[config.mk]
export PLATFORM = sky130hd
export DESIGN_NAME = dshot_erpm_telemetry_decoder_top
export DESIGN_NICKNAME = d
export VERILOG_FILES = /design/src/rtl/dshot_pkg.sv /design/src/rtl/dshot_run_div.sv /design/src/rtl/dshot_erpm_telemetry_decoder_top.sv
export VERILOG_INCLUDE_DIRS = /design/src /design/src/rtl
export SDC_FILE = /design/constraint.sdc
export NUM_CORES = 1
export LEC_CHECK = 0
export ABC_AREA = 1
export BUFFER_PORTS_ARGS = -buffer_cell sky130_fd_sc_hd__buf_2
export CORE_UTILIZATION = 40
export DETAILED_ROUTE_END_ITERATION = 6
export GPL_TIMING_DRIVEN = 0
export SKIP_LAST_GASP = 1
export SYNTH_ARGS = -nofsm -noshare
export SYNTH_HDL_FRONTEND = slang
export SYNTH_SLANG_ARGS = --single-unit
[constraint.sdc]
create_clock -name clk -period 3.49 [get_ports clk]
set_input_delay 0.349 -clock clk [delete_from_list [all_inputs] [get_ports clk]]
set_output_delay 0.349 -clock clk [all_outputs]
set_load 0.01 [all_outputs]
[src/rtl/dshot_erpm_telemetry_decoder_top_assert.svh]
// Assertion macros used by the decoder top module.
// Both expect signals named clk and rst in the module that uses them.
`ifndef DSHOT_ERPM_TELEMETRY_DECODER_TOP_ASSERT_SVH
`define DSHOT_ERPM_TELEMETRY_DECODER_TOP_ASSERT_SVH

// The consequent must hold in the same cycle as the antecedent.
`define DSHOT_ASSERT_SAME(label, ante, cons, msg) \
  label: assert property (@(posedge clk) disable iff (rst) (ante) |-> (cons)) \
    else $error(msg);

// The consequent must hold in the cycle after the antecedent.
`define DSHOT_ASSERT_NEXT(label, ante, cons, msg) \
  label: assert property (@(posedge clk) disable iff (rst) (ante) |=> (cons)) \
    else $error(msg);

`endif

[src/rtl/dshot_pkg.sv]
package dshot_pkg;

  localparam int DurWidth    = 15;
  localparam int PeriodWidth = 15;
  localparam int RunWidth    = 5;
  localparam int CountWidth  = 5;
  localparam int StepWidth   = 3;
  localparam int FrameBits   = 21;
  localparam int StatusWidth = 3;
  localparam int ErpmWidth   = 16;

  localparam int NumWidth   = ((DurWidth > PeriodWidth) ? DurWidth : PeriodWidth) + 2;
  localparam int DenWidth   = PeriodWidth + 1;
  localparam int TrialWidth = ((NumWidth > DenWidth + RunWidth) ? NumWidth
                                                               : DenWidth + RunWidth) + 1;

  localparam int InTdataWidth  = ((2 * DurWidth + 2 + 7) / 8) * 8;
  localparam int OutTdataWidth = ((StatusWidth + ErpmWidth + 7) / 8) * 8;

  localparam logic [PeriodWidth-1:0] PeriodReset = PeriodWidth'(213);
  localparam logic [CountWidth-1:0]  CountMax    = '1;
  localparam logic [CountWidth-1:0]  FrameCount  = CountWidth'(FrameBits);
  localparam logic [CountWidth-1:0]  PadFrom     = CountWidth'(FrameBits - 4);
  localparam logic [StepWidth-1:0]   StepFirst   = StepWidth'(RunWidth);

  typedef enum logic [StatusWidth-1:0] {
    ST_OK         = 3'd0,
    ST_EMPTY      = 3'd1,
    ST_BAD_START  = 3'd2,
    ST_BAD_LENGTH = 3'd3,
    ST_BAD_FRAME  = 3'd4
  } status_t;

  typedef struct packed {
    logic                start;
    logic [DurWidth-1:0] duration;
  } div_req_t;

  typedef struct packed {
    logic                done;
    logic [RunWidth-1:0] run_len;
  } div_res_t;

  typedef struct packed {
    status_t              status;
    logic [ErpmWidth-1:0] erpm_period;
  } result_t;

  // Inverse of the 4b/5b GCR code; codes that are not in the code give 0.
  function automatic logic [3:0] gcr_inverse(input logic [4:0] code);
    logic [3:0] nib;
    case (code)
      5'h09:   nib = 4'h9;
      5'h0A:   nib = 4'hA;
      5'h0B:   nib = 4'hB;
      5'h0D:   nib = 4'hD;
      5'h0E:   nib = 4'hE;
      5'h0F:   nib = 4'hF;
      5'h12:   nib = 4'h2;
      5'h13:   nib = 4'h3;
      5'h15:   nib = 4'h5;
      5'h16:   nib = 4'h6;
      5'h17:   nib = 4'h7;
      5'h1A:   nib = 4'h8;
      5'h1B:   nib = 4'h1;
      5'h1D:   nib = 4'h4;
      5'h1E:   nib = 4'hC;
      default: nib = 4'h0;
    endcase
    return nib;
  endfunction

  // Shifts a run of n equal bits into the frame register; long runs fill it.
  function automatic logic [FrameBits-1:0] shift_run(input logic [FrameBits-1:0] bits,
                                                     input logic [RunWidth-1:0]  n,
                                                     input logic                 fill);
    logic [FrameBits-1:0] ones;
    logic [FrameBits-1:0] res;
    ones = (FrameBits'(1) << n) - FrameBits'(1);
    if (n >= RunWidth'(FrameBits)) begin
      res = fill ? '1 : '0;
    end else begin
      res = (bits << n) | (fill ? ones : '0);
    end
    return res;
  endfunction

  function automatic logic [CountWidth-1:0] count_add(input logic [CountWidth-1:0] count,
                                                      input logic [RunWidth-1:0]   n);
    logic [CountWidth:0] sum;
    sum = {1'b0, count} + (CountWidth + 1)'(n);
    return (sum > {1'b0, CountMax}) ? CountMax : sum[CountWidth-1:0];
  endfunction

  // Unscrambles a full frame, checks its checksum and extracts the period.
  function automatic result_t decode_frame(input logic [FrameBits-1:0] bits);
    logic [FrameBits-1:0] x;
    logic [3:0]           crc;
    logic [11:0]          v;
    logic [3:0]           chk;
    result_t              r;
    x   = bits ^ (bits >> 1);
    crc = gcr_inverse(x[4:0]);
    v   = {gcr_inverse(x[19:15]), gcr_inverse(x[14:10]), gcr_inverse(x[9:5])};
    chk = ~(v[3:0] ^ v[7:4] ^ v[11:8]);
    r.status      = ST_BAD_FRAME;
    r.erpm_period = '0;
    if ((chk == crc) && v[8]) begin
      r.status      = ST_OK;
      r.erpm_period = ErpmWidth'({7'b0, v[8:0]} << v[11:9]);
    end
    return r;
  endfunction

endpackage

[src/rtl/dshot_run_div.sv]
// Rounding divider, one compare and subtract per cycle.
// The first step only checks whether the quotient reaches 32, which is
// reported as the saturated run length of 31.
module dshot_run_div import dshot_pkg::*; (
  input  logic                   clk,
  input  logic                   rst,
  input  div_req_t               req,
  input  logic [PeriodWidth-1:0] period,
  output div_res_t               res
);

  logic                   busy;
  logic                   done;
  logic                   sat;
  logic [StepWidth-1:0]   step;
  logic [NumWidth-1:0]    rem;
  logic [DenWidth-1:0]    den;
  logic [RunWidth-1:0]    quo;
  logic [PeriodWidth-1:0] period_eff;
  logic [TrialWidth-1:0]  trial;
  logic                   fits;

  always_comb begin
    period_eff = (period == '0) ? PeriodWidth'(1) : period;
    trial      = TrialWidth'(rem) - (TrialWidth'(den) << step);
    fits       = ~trial[TrialWidth-1];
  end

  always_ff @(posedge clk) begin
    if (rst) begin
      busy <= 1'b0;
      done <= 1'b0;
    end else begin
      done <= 1'b0;
      if (req.start) begin
        busy <= 1'b1;
        step <= StepFirst;
        rem  <= (NumWidth'(req.duration) << 1) + NumWidth'(period_eff);
        den  <= {period_eff, 1'b0};
        quo  <= '0;
        sat  <= 1'b0;
      end else if (busy) begin
        if (step == StepFirst) begin
          if (fits) begin
            sat  <= 1'b1;
            busy <= 1'b0;
            done <= 1'b1;
          end else begin
            step <= step - StepWidth'(1);
          end
        end else begin
          if (fits) begin
            rem <= trial[NumWidth-1:0];
          end
          quo <= {quo[RunWidth-2:0], fits};
          if (step == '0) begin
            busy <= 1'b0;
            done <= 1'b1;
          end else begin
            step <= step - StepWidth'(1);
          end
        end
      end
    end
  end

  assign res.done    = done;
  assign res.run_len = sat ? '1 : quo;

endmodule

[src/rtl/dshot_erpm_telemetry_decoder_top.sv]
// Channel   Direction  Handshake             Contents
// cfg       in         cfg_we                cfg_wdata: bit_period_ticks
// s_*       in         s_tvalid / s_tready   one telemetry symbol, tlast = last_symbol
// m_*       out        m_tvalid / m_tready   one frame result (status, erpm_period)
//
// A symbol that is not the last of its frame holds the input off after it is accepted
// until the six-step serial divider has run once for each half of the symbol.
// A run of 32 bits or more ends its division at the first step. After the last symbol
// the sequencer goes on through padding, decoding and loading the output register; an
// empty frame goes straight to loading the output register. The block holds off new
// items while the output register is still full and a finished result is waiting.
// Reset is synchronous.
`include "dshot_erpm_telemetry_decoder_top_assert.svh"

module dshot_erpm_telemetry_decoder_top import dshot_pkg::*; (
  input  logic                     clk,
  input  logic                     rst,
  input  logic                     cfg_we,
  input  logic [PeriodWidth-1:0]   cfg_wdata,
  input  logic                     s_tvalid,
  output logic                     s_tready,
  // low_level, low_duration, high_level, high_duration
  input  logic [InTdataWidth-1:0]  s_tdata,
  // frame_empty
  input  logic                     s_tuser,
  input  logic                     s_tlast,
  output logic                     m_tvalid,
  input  logic                     m_tready,
  // status, erpm_period, zero padding
  output logic [OutTdataWidth-1:0] m_tdata
);

  // One-hot sequencer: each symbol runs the divider for its low half and then
  // for its high half; the last symbol of a frame goes on to the frame checks.
  typedef enum logic [5:0] {
    S_IDLE   = 6'b000001,
    S_DIV_LO = 6'b000010,
    S_DIV_HI = 6'b000100,
    S_PAD    = 6'b001000,
    S_DECODE = 6'b010000,
    S_FIN    = 6'b100000
  } state_t;

  state_t                   state;
  logic [PeriodWidth-1:0]   bit_period_ticks;
  logic [FrameBits-1:0]     bit_shift_reg;
  logic [CountWidth-1:0]    bit_count;
  logic                     at_frame_start;
  logic                     start_level_bad;
  logic                     hi_level;
  logic [DurWidth-1:0]      hi_duration;
  logic                     last_symbol;
  result_t                  result;
  logic                     out_valid;
  logic [OutTdataWidth-1:0] out_data;

  logic                     in_accept;
  logic                     in_low_level;
  logic [DurWidth-1:0]      in_low_duration;
  logic                     in_high_level;
  logic [DurWidth-1:0]      in_high_duration;
  logic                     out_load;
  logic [StatusWidth-1:0]   out_status;
  logic [ErpmWidth-1:0]     out_period;
  div_req_t                 div_req;
  div_res_t                 div_res;
  logic                     in_division;
  logic                     frame_fresh;
  logic                     out_ok;
  logic                     out_failed;

  assign in_low_level     = s_tdata[0];
  assign in_low_duration  = s_tdata[DurWidth:1];
  assign in_high_level    = s_tdata[DurWidth+1];
  assign in_high_duration = s_tdata[2*DurWidth+1:DurWidth+2];

  assign s_tready  = (state == S_IDLE);
  assign in_accept = s_tvalid && s_tready;
  assign out_load  = (state == S_FIN) && (!out_valid || m_tready);

  // The divider starts on the low half as the symbol is taken, and on the high
  // half as soon as the low half has been shifted in.
  assign div_req.start    = (in_accept && !s_tuser) || ((state == S_DIV_LO) && div_res.done);
  assign div_req.duration = (state == S_IDLE) ? in_low_duration : hi_duration;

  dshot_run_div u_div (
    .clk    (clk),
    .rst    (rst),
    .req    (div_req),
    .period (bit_period_ticks),
    .res    (div_res)
  );

  always_ff @(posedge clk) begin
    if (rst) begin
      state            <= S_IDLE;
      bit_period_ticks <= PeriodReset;
      bit_shift_reg    <= '0;
      bit_count        <= '0;
      at_frame_start   <= 1'b1;
      start_level_bad  <= 1'b0;
      out_valid        <= 1'b0;
    end else begin
      if (cfg_we) begin
        bit_period_ticks <= cfg_wdata;
      end
      // A new result may replace the one being taken in the same cycle.
      if (out_load) begin
        out_valid <= 1'b1;
      end else if (m_tready) begin
        out_valid <= 1'b0;
      end
      case (state)
        S_IDLE: begin
          if (in_accept) begin
            if (s_tuser) begin
              // An empty frame reports at once and drops whatever was collected.
              result.status      <= ST_EMPTY;
              result.erpm_period <= '0;
              state              <= S_FIN;
            end else begin
              hi_level    <= in_high_level;
              hi_duration <= in_high_duration;
              last_symbol <= s_tlast;
              if (at_frame_start) begin
                start_level_bad <= in_low_level;
                at_frame_start  <= 1'b0;
              end
              state <= S_DIV_LO;
            end
          end
        end
        S_DIV_LO: begin
          if (div_res.done) begin
            bit_shift_reg <= shift_run(bit_shift_reg, div_res.run_len, 1'b0);
            bit_count     <= count_add(bit_count, div_res.run_len);
            state         <= S_DIV_HI;
          end
        end
        S_DIV_HI: begin
          if (div_res.done) begin
            bit_shift_reg <= shift_run(bit_shift_reg, div_res.run_len, 1'b1);
            bit_count     <= count_add(bit_count, div_res.run_len);
            state         <= last_symbol ? S_PAD : S_IDLE;
          end
        end
        S_PAD: begin
          // A frame one to three bits short whose line ends high lost its trailing ones.
          if (!start_level_bad && (bit_count > PadFrom) && (bit_count < FrameCount) &&
              hi_level) begin
            bit_shift_reg <= shift_run(bit_shift_reg, RunWidth'(FrameCount - bit_count), 1'b1);
            bit_count     <= FrameCount;
          end
          state <= S_DECODE;
        end
        S_DECODE: begin
          if (start_level_bad) begin
            result.status      <= ST_BAD_START;
            result.erpm_period <= '0;
          end else if (bit_count != FrameCount) begin
            result.status      <= ST_BAD_LENGTH;
            result.erpm_period <= '0;
          end else begin
            result <= decode_frame(bit_shift_reg);
          end
          state <= S_FIN;
        end
        S_FIN: begin
          if (out_load) begin
            out_data        <= OutTdataWidth'({result.erpm_period, result.status});
            bit_shift_reg   <= '0;
            bit_count       <= '0;
            at_frame_start  <= 1'b1;
            start_level_bad <= 1'b0;
            state           <= S_IDLE;
          end
        end
        default: begin
          state <= S_IDLE;
        end
      endcase
    end
  end

  assign m_tvalid   = out_valid;
  assign m_tdata    = out_data;
  assign out_status = out_data[StatusWidth-1:0];
  assign out_period = out_data[StatusWidth+ErpmWidth-1:StatusWidth];

  assign in_division = (state == S_DIV_LO) || (state == S_DIV_HI);
  assign frame_fresh = (bit_count == '0) && at_frame_start && !start_level_bad;
  assign out_ok      = out_valid && (out_status == ST_OK);
  assign out_failed  = out_valid && (out_status != ST_OK);

  // The divider only reports while the sequencer waits for it.
  `DSHOT_ASSERT_SAME(a_div_done_in_div, div_res.done, in_division, "stray divider result")
  // Every delivered result leaves a fresh frame behind.
  `DSHOT_ASSERT_NEXT(a_frame_cleared, out_load, frame_fresh, "frame not cleared after a result")
  // A good eRPM frame has its mantissa top bit set, so its period is never zero.
  `DSHOT_ASSERT_SAME(a_ok_has_period, out_ok, out_period != '0, "good frame with zero period")
  // Every failed frame reports a zero period.
  `DSHOT_ASSERT_SAME(a_fail_no_period, out_failed, out_period == '0, "failed frame with a period")

endmodule
==> results of run 1 <==
## logic make-up (layout without fill, tap and decap cells)
| group | after synthesis | after routing | synth area share, % |
|---|---|---|---|
| AND/OR/NAND/NOR | 1125 | 1125 | 37.70 |
| AO/OA/AOI/OAI | 321 | 321 | 13.82 |
| buffers and inverters | 295 | 415 | 9.461 |
| flip-flops | 147 | 147 | 30.51 |
| adder cells (fa/ha/maj) | 58 | 58 | 5.804 |
| XOR/XNOR | 35 | 35 | 2.520 |
| multiplexers | 2 | 2 | 0.1569 |
| other | 1 | 5 | 0.02938 |
## power by group through the flow
stage                     Clock [mW]  Sequential (mW)  Combinational [mW]
after global placement             0             2.11                2.34
final                           1.92             2.09                2.49
after floorplan                    0             2.08                1.75
after detailed placement           0             2.12                2.37
after CTS                       1.94             2.08                2.40
after global routing            2.01             2.10                2.81
## through the flow
stage	worst slack [ns]	util, %	instance area (um2)	setup TNS [ns]
after CTS	0.001909	45.59	14350	0
final	0.2551	46.14	14520	0
after floorplan	0.1198	-	12780	0
after detailed placement	-0.8449	43.51	13690	-16.11
after global routing	-0.02027	46.14	14520	-0.1871
after global placement	-0.8137	43.36	13650	-26.98
## what timing repair did
item,in CTS,in global routing
pin swaps,2,9
setup endpoints to repair,28,36
buffers inserted,2,13
resized for setup,13,39
## per-layer routing
layer / GRT usage (%) / vias to the layer above / wire length [um]
li1: - / 6756 / -
met1: 36.35 / 6149 / 19610
met2: 41.02 / 469 / 18550
met3: 5.234 / 51 / 3160
met4: 6.462 / 0 / 722
met5: 0 / - / 0
## Yosys cell counts (8+ instances only)
master      n
buf_1       8
nor2_1    188
a21oi_1    77
nand4_1    36
clkbuf_1   47
nand2_1   650
xnor2_1     8
nor3_1     12
inv_1     159
nand3_1   182
buf_2      32
nand2_2     8
o21ai_0   146
inv_2      29
a31oi_1    13
dfxtp_1    52
a21o_1      8
ha_1       56
buf_4      12
nand3b_1    8
o211ai_1   14
edfxtp_1   95
o21ai_1    32
o21a_1      8
xor2_1     25
## worst max-delay path by stage
stage / start / to / slack (ns) / depth (start not counted)
finish: u_div.step[1] / u_div.rem[13] / 0.26 / 19
CTS: u_div.step[0] / u_div.rem[13] / 0.002 / 22
detailed placement: u_div.step[0] / u_div.rem[4] / -0.84 / 19
floorplan: u_div.step[0] / u_div.rem[10] / 0.12 / 21
global route: u_div.step[0] / u_div.rem[13] / -0.02 / 23
global placement: u_div.step[0] / u_div.rem[4] / -0.81 / 19
## layout make-up
cell class | count | area (um2)
Inverter | 194 | 743.2
Multi-Input combinational cell | 1546 | 7765
Clock buffer | 20 | 446.7
Clock inverter | 12 | 153.9
Buffer | 98 | 488.0
Fill cell | 3342 | 16950
Sequential cell | 147 | 3894
Timing Repair Buffer | 91 | 528.0
Tap cell | 402 | 503.0
==> metrics.yaml, run 1 <==
slowest_stage: "edfxtp_1"
hold_buffers: 0
mostFrequentLayoutCell: "nand2_1"
cts_buffers: 17
hold_depth: 1
p_clk_share_pct: 29.5
io-pin-count: 80
min_period_ns: 3.235
avgSynthCellArea_um2: 6.433
dieHeight_um: 180.6
synthToLayoutAreaGrowth_pct: 13.78
ir_drop_mv: 0.3294
timing.final.crit_share_pct: 92.69
htree_levels: 4
nNetsFinal: 2207
wl_per_cell_um: 16.75
setup_viol: 0
rows: 65
grtUsageTotal_pct: 26.07
slew_viol_final: 0
instances_no_fill: 2510
layout-drive-gt1-share_pct: 12.38
worstSkewPairLatency_ns: 0.44
grt_pass1_vias: 12313
synth_cell_types: 53
slew_headroom_pct: 38.42
p_seq_share_pct: 32.1
cts_root_buffer: "clkbuf_16"
r2r_start: "u_div.step[1]"
cp_max_fo: 16
worst_pin_slew_ns: 0.9227
place.gp.congestion: 0.9595
max_freq_ghz: 0.3091
r2r_cells: 19
first_pass_iters: 6
fp.dieW_um: 180.6
drt-total-wl_um: 42040
n_antenna_cell: 0
finalPower_mw: 6.497
required_ns: 3.63
cpPeakStageDelay_ns: 0.45
crit_chain: "clkbuf_1, nand3_1, o21ai_2, nor2_1, a31oi_1, ha_1, a21o_1, nand3_1, nand2_1, a21oi_2, o21ai_2, nand2_1, nand2_2, nand2_1, nand2_2, nand3_1, nand2_2, clkinvlp_4, buf_12"
dpl.hpwl_um: 33170
hold_viol: 0
critPathArrivalTime_ns: 3.37
startpoint_type: "flop"
dr_total_vias: 13425
path_clk_slew_ns: 0.06
drt_iter0_markers: 1240
start_util_pct: 40.55
cp-end-kind: "flop"
netSwitchingFraction_pct: 39.14
r2r_end: "u_div.rem[13]"
die_area_mm2: 0.03262
hp-class: "in2reg"
grt_pass1_wl_um: 66740
drc: 0
viasPerCell: 5.349
ff2ff_setup_slack_ns: 0.26
status: "complete, no violations"
leakage_nw: 6.774
fin_skew_ns: 0.01355
final_cell_mix: "nand2_1, nand3_1, nor2_1"
synthesis.area_mm2: 0.01276
synthFlopType: "edfxtp_1"
antenna_found_initial: 0
placedCellCount: 2466
hold-path-endpoint: "hi_duration[1]"
cpLargestDelayFamily: "simple AND/OR/NAND/NOR gates"
yosysTopAreaCellShare_pct: 22.35
cap_violations: 0
port_buffers: 73
cts_buffer_depth: 2
power_frac_comb_pct: 38.4
whs_ns: 0.09143
async_flop_share_pct: 0
p_sw_mw: 2.543
critPathKind: "reg2reg"
yosys_warnings: 0
synth_edf_count: 95
synth_top_cell_by_area: "edfxtp_1"
clkSinkCount: 147
synth_cells: 1984
synth_area_leaders: "edfxtp_1, nand2_1, dfxtp_1"
p_int_mw: 3.954
critPathBufInv: 3
cts_tree: "done"
ys_seq_elements: 147
core_area_mm2: 0.03147
antenna_left: 0
p_per_area_mw_per_mm2: 447.4
grt_max_degree: 18
yosysSeqAreaShare_pct: 30.51
hp-start: "s_tdata[18]"
grt.overflow.total: 0
largest_reg_flops: 21
(Power assumes the default switching activity.)
==> inputs of run 2 (changes only) <==
--- a/config.mk
+++ b/config.mk
@@ -13,2 +13,3 @@
 export GPL_TIMING_DRIVEN = 0
+export PLACE_DENSITY = 0.59
 export SKIP_LAST_GASP = 1
==> constraint.sdc (replaced) <==
create_clock -name clk -period 3.49 [get_ports clk]
set_input_delay 0.5235 -clock clk [delete_from_list [all_inputs] [get_ports clk]]
set_output_delay 0.5235 -clock clk [all_outputs]
set_load 0.01 [all_outputs]
==> metrics.yaml, run 2 (synthesis gave the netlist of run 1 again) <==
grt_max_degree: 18  # unchanged
setup_slack_ns: 0.2023  # -0.05285 ns
first_pass_iters: 6  # unchanged
cts_buffers: 17  # unchanged
ir_drop_mv: 0.3129  # -5.0%
slew_headroom_pct: 38.46  # +0.039 points
critPathArrivalTime_ns: 3.57  # +0.20 ns
antenna_found_initial: 0  # unchanged
worst_pin_slew_ns: 0.9181  # -0.004599 ns
drc: 0  # unchanged
path_clk_slew_ns: 0.07  # about the same
drt_iter0_markers: 1099  # -11%
layout-drive-gt1-share_pct: 12.77  # +0.39 points
wl_per_cell_um: 16.84  # +0.52%
pre_cts_ws_ns: -0.8443  # +0.0005750 ns
mostFrequentLayoutCell: "nand2_1"
setup_viol: 0  # unchanged
fp.dieW_um: 180.6  # unchanged
grt_pass1_vias: 12534  # +1.8%
place.gp.congestion: 0.9945  # +3.6%
drt-total-wl_um: 42220  # +0.44%
dieHeight_um: 180.6  # unchanged
grt_pass1_wl_um: 66900  # +0.23%
viasPerCell: 5.366  # +0.33%
hold_viol: 0  # unchanged
tns_ns: 0  # unchanged
largest_reg_flops: 21  # unchanged
rows: 65  # unchanged
core_area_mm2: 0.03147  # unchanged
max_freq_ghz: 0.3042  # -1.6%
n_antenna_cell: 0  # unchanged
cts_tree: "done"
final_cell_mix: "nand2_1, nand3_1, nor2_1"
timing.final.crit_share_pct: 94.20  # +1.5 points
p_per_area_mw_per_mm2: 451.3  # +0.87%
die_area_mm2: 0.03262  # unchanged
synthToLayoutAreaGrowth_pct: 14.15
critPathKind: "reg2reg"
io-pin-count: 80  # unchanged
htree_levels: 4  # unchanged
cp_max_fo: 11  # -5
leakage_nw: 6.799  # +0.38%
cap_violations: 0  # unchanged
nNetsFinal: 2205  # -0.091%
slew_viol_final: 0  # unchanged
worstSkewPairLatency_ns: 0.44  # about the same
port_buffers: 73  # unchanged
grt.overflow.total: 0  # unchanged
required_ns: 3.77  # +0.14 ns
cp-end-kind: "flop"
fin_skew_ns: 0.01207  # -0.001484 ns
start_util_pct: 40.55  # unchanged
grtUsageTotal_pct: 26.06  # about the same
dpl.hpwl_um: 33090  # -0.24%
cts_root_buffer: "clkbuf_16"
status: "complete, no violations"
hp-class: "in2reg"
cts_buffer_depth: 2  # unchanged
startpoint_type: "flop"
clkSinkCount: 147  # unchanged
antenna_left: 0  # unchanged
min_period_ns: 3.288  # +0.05285 ns
dr_total_vias: 13458  # +0.25%
run 2: changes by cell type in the layout (fill, tap and decap cells not counted), sizes merged:
cell | previous run | this run
buf | 145 | 142
bufinv | 3 | 4
clkbuf | 64 | 62
clkinv | 7 | 9
clkinvlp | 7 | 5
inv | 189 | 191
run 2: area by class of cell:
class / instances / area (um2)
fill: 3325 / 16910
multi-input combinational: 1546 / 7796
sequential: 147 / 3894
inverter: 194 / 745.7
timing repair buffer: 89 / 509.2
tap: 402 / 503.0
buffer: 98 / 493.0
clock buffer: 17 / 425.4
clock inverter: 15 / 201.4
run 2: per-stage QoR:
stage          instances  power, mW  hold WS, ns  util, %  cell area [um2]
2_1_floorplan       1988      3.832       0.4003        -            12780
3_3_place_gp        2463      4.458       0.4017    43.36            13650
3_5_place_dp        2465      4.489       0.4045    43.47            13680
4_1_cts             2498      6.505       0.2405    45.64            14370
5_1_grt             2508      7.008       0.2361    46.29            14570
6_report            2508      6.575       0.2572    46.29            14570
run 2: repair_timing:
item                                    CTS  global route
pin swaps                                 2            11
cloned                                    0             0
setup buffers                             3            11
endpoints found under the hold margin     0             0
endpoints found under the setup margin   33            35
resized for setup                        12            45
hold buffers                              0             0
run 2: worst max-delay path, cell delays in order (launching register included):
cell	delay, ns
edfxtp_1	0.42
buf_6	0.16
inv_4	0.08
buf_8	0.13
nand2_1	0.07
nand3_1	0.07
o21ai_1	0.09
nor2_1	0.15
a31oi_2	0.07
ha_1	0.41
nand2_2	0.11
nor2_4	0.13
nand4_1	0.10
o21ai_2	0.20
nand2_1	0.09
nand2_2	0.10
nand2_2	0.07
nand2_1	0.07
nand3_1	0.08
a21boi_0	0.51
run 2: report_power, final:
group | switching (mW) | total (mW) | internal, mW
Combinational | 1.68 | 2.50 | 0.820
Sequential | 0.0972 | 2.08 | 1.99
Clock | 0.786 | 1.99 | 1.20
Total | 2.56 | 6.57 | 4.01
run 2: per-layer routing:
metal / up-vias / part of all wire [%] / GRT usage [%]
met2: 465 / 44 / 40.80
met1: 6180 / 47 / 35.74
li1: 6741 / - / -
met3: 72 / 7.0 / 5.416
met4: 0 / 2.3 / 8.137
met5: - / 0 / 0
run 2: worst paths after layout:
check | startpoint | slack [ns] | end | cells after the start
setup / recovery | u_div.step[0] | 0.20 | u_div.done | 19
hold / removal | s_tdata[26] | 0.26 | hi_duration[9] | 1
setup reg to reg | u_div.step[0] | 0.20 | u_div.done | 19
hold reg to reg | result[0] | 0.42 | m_tdata[3] | 0
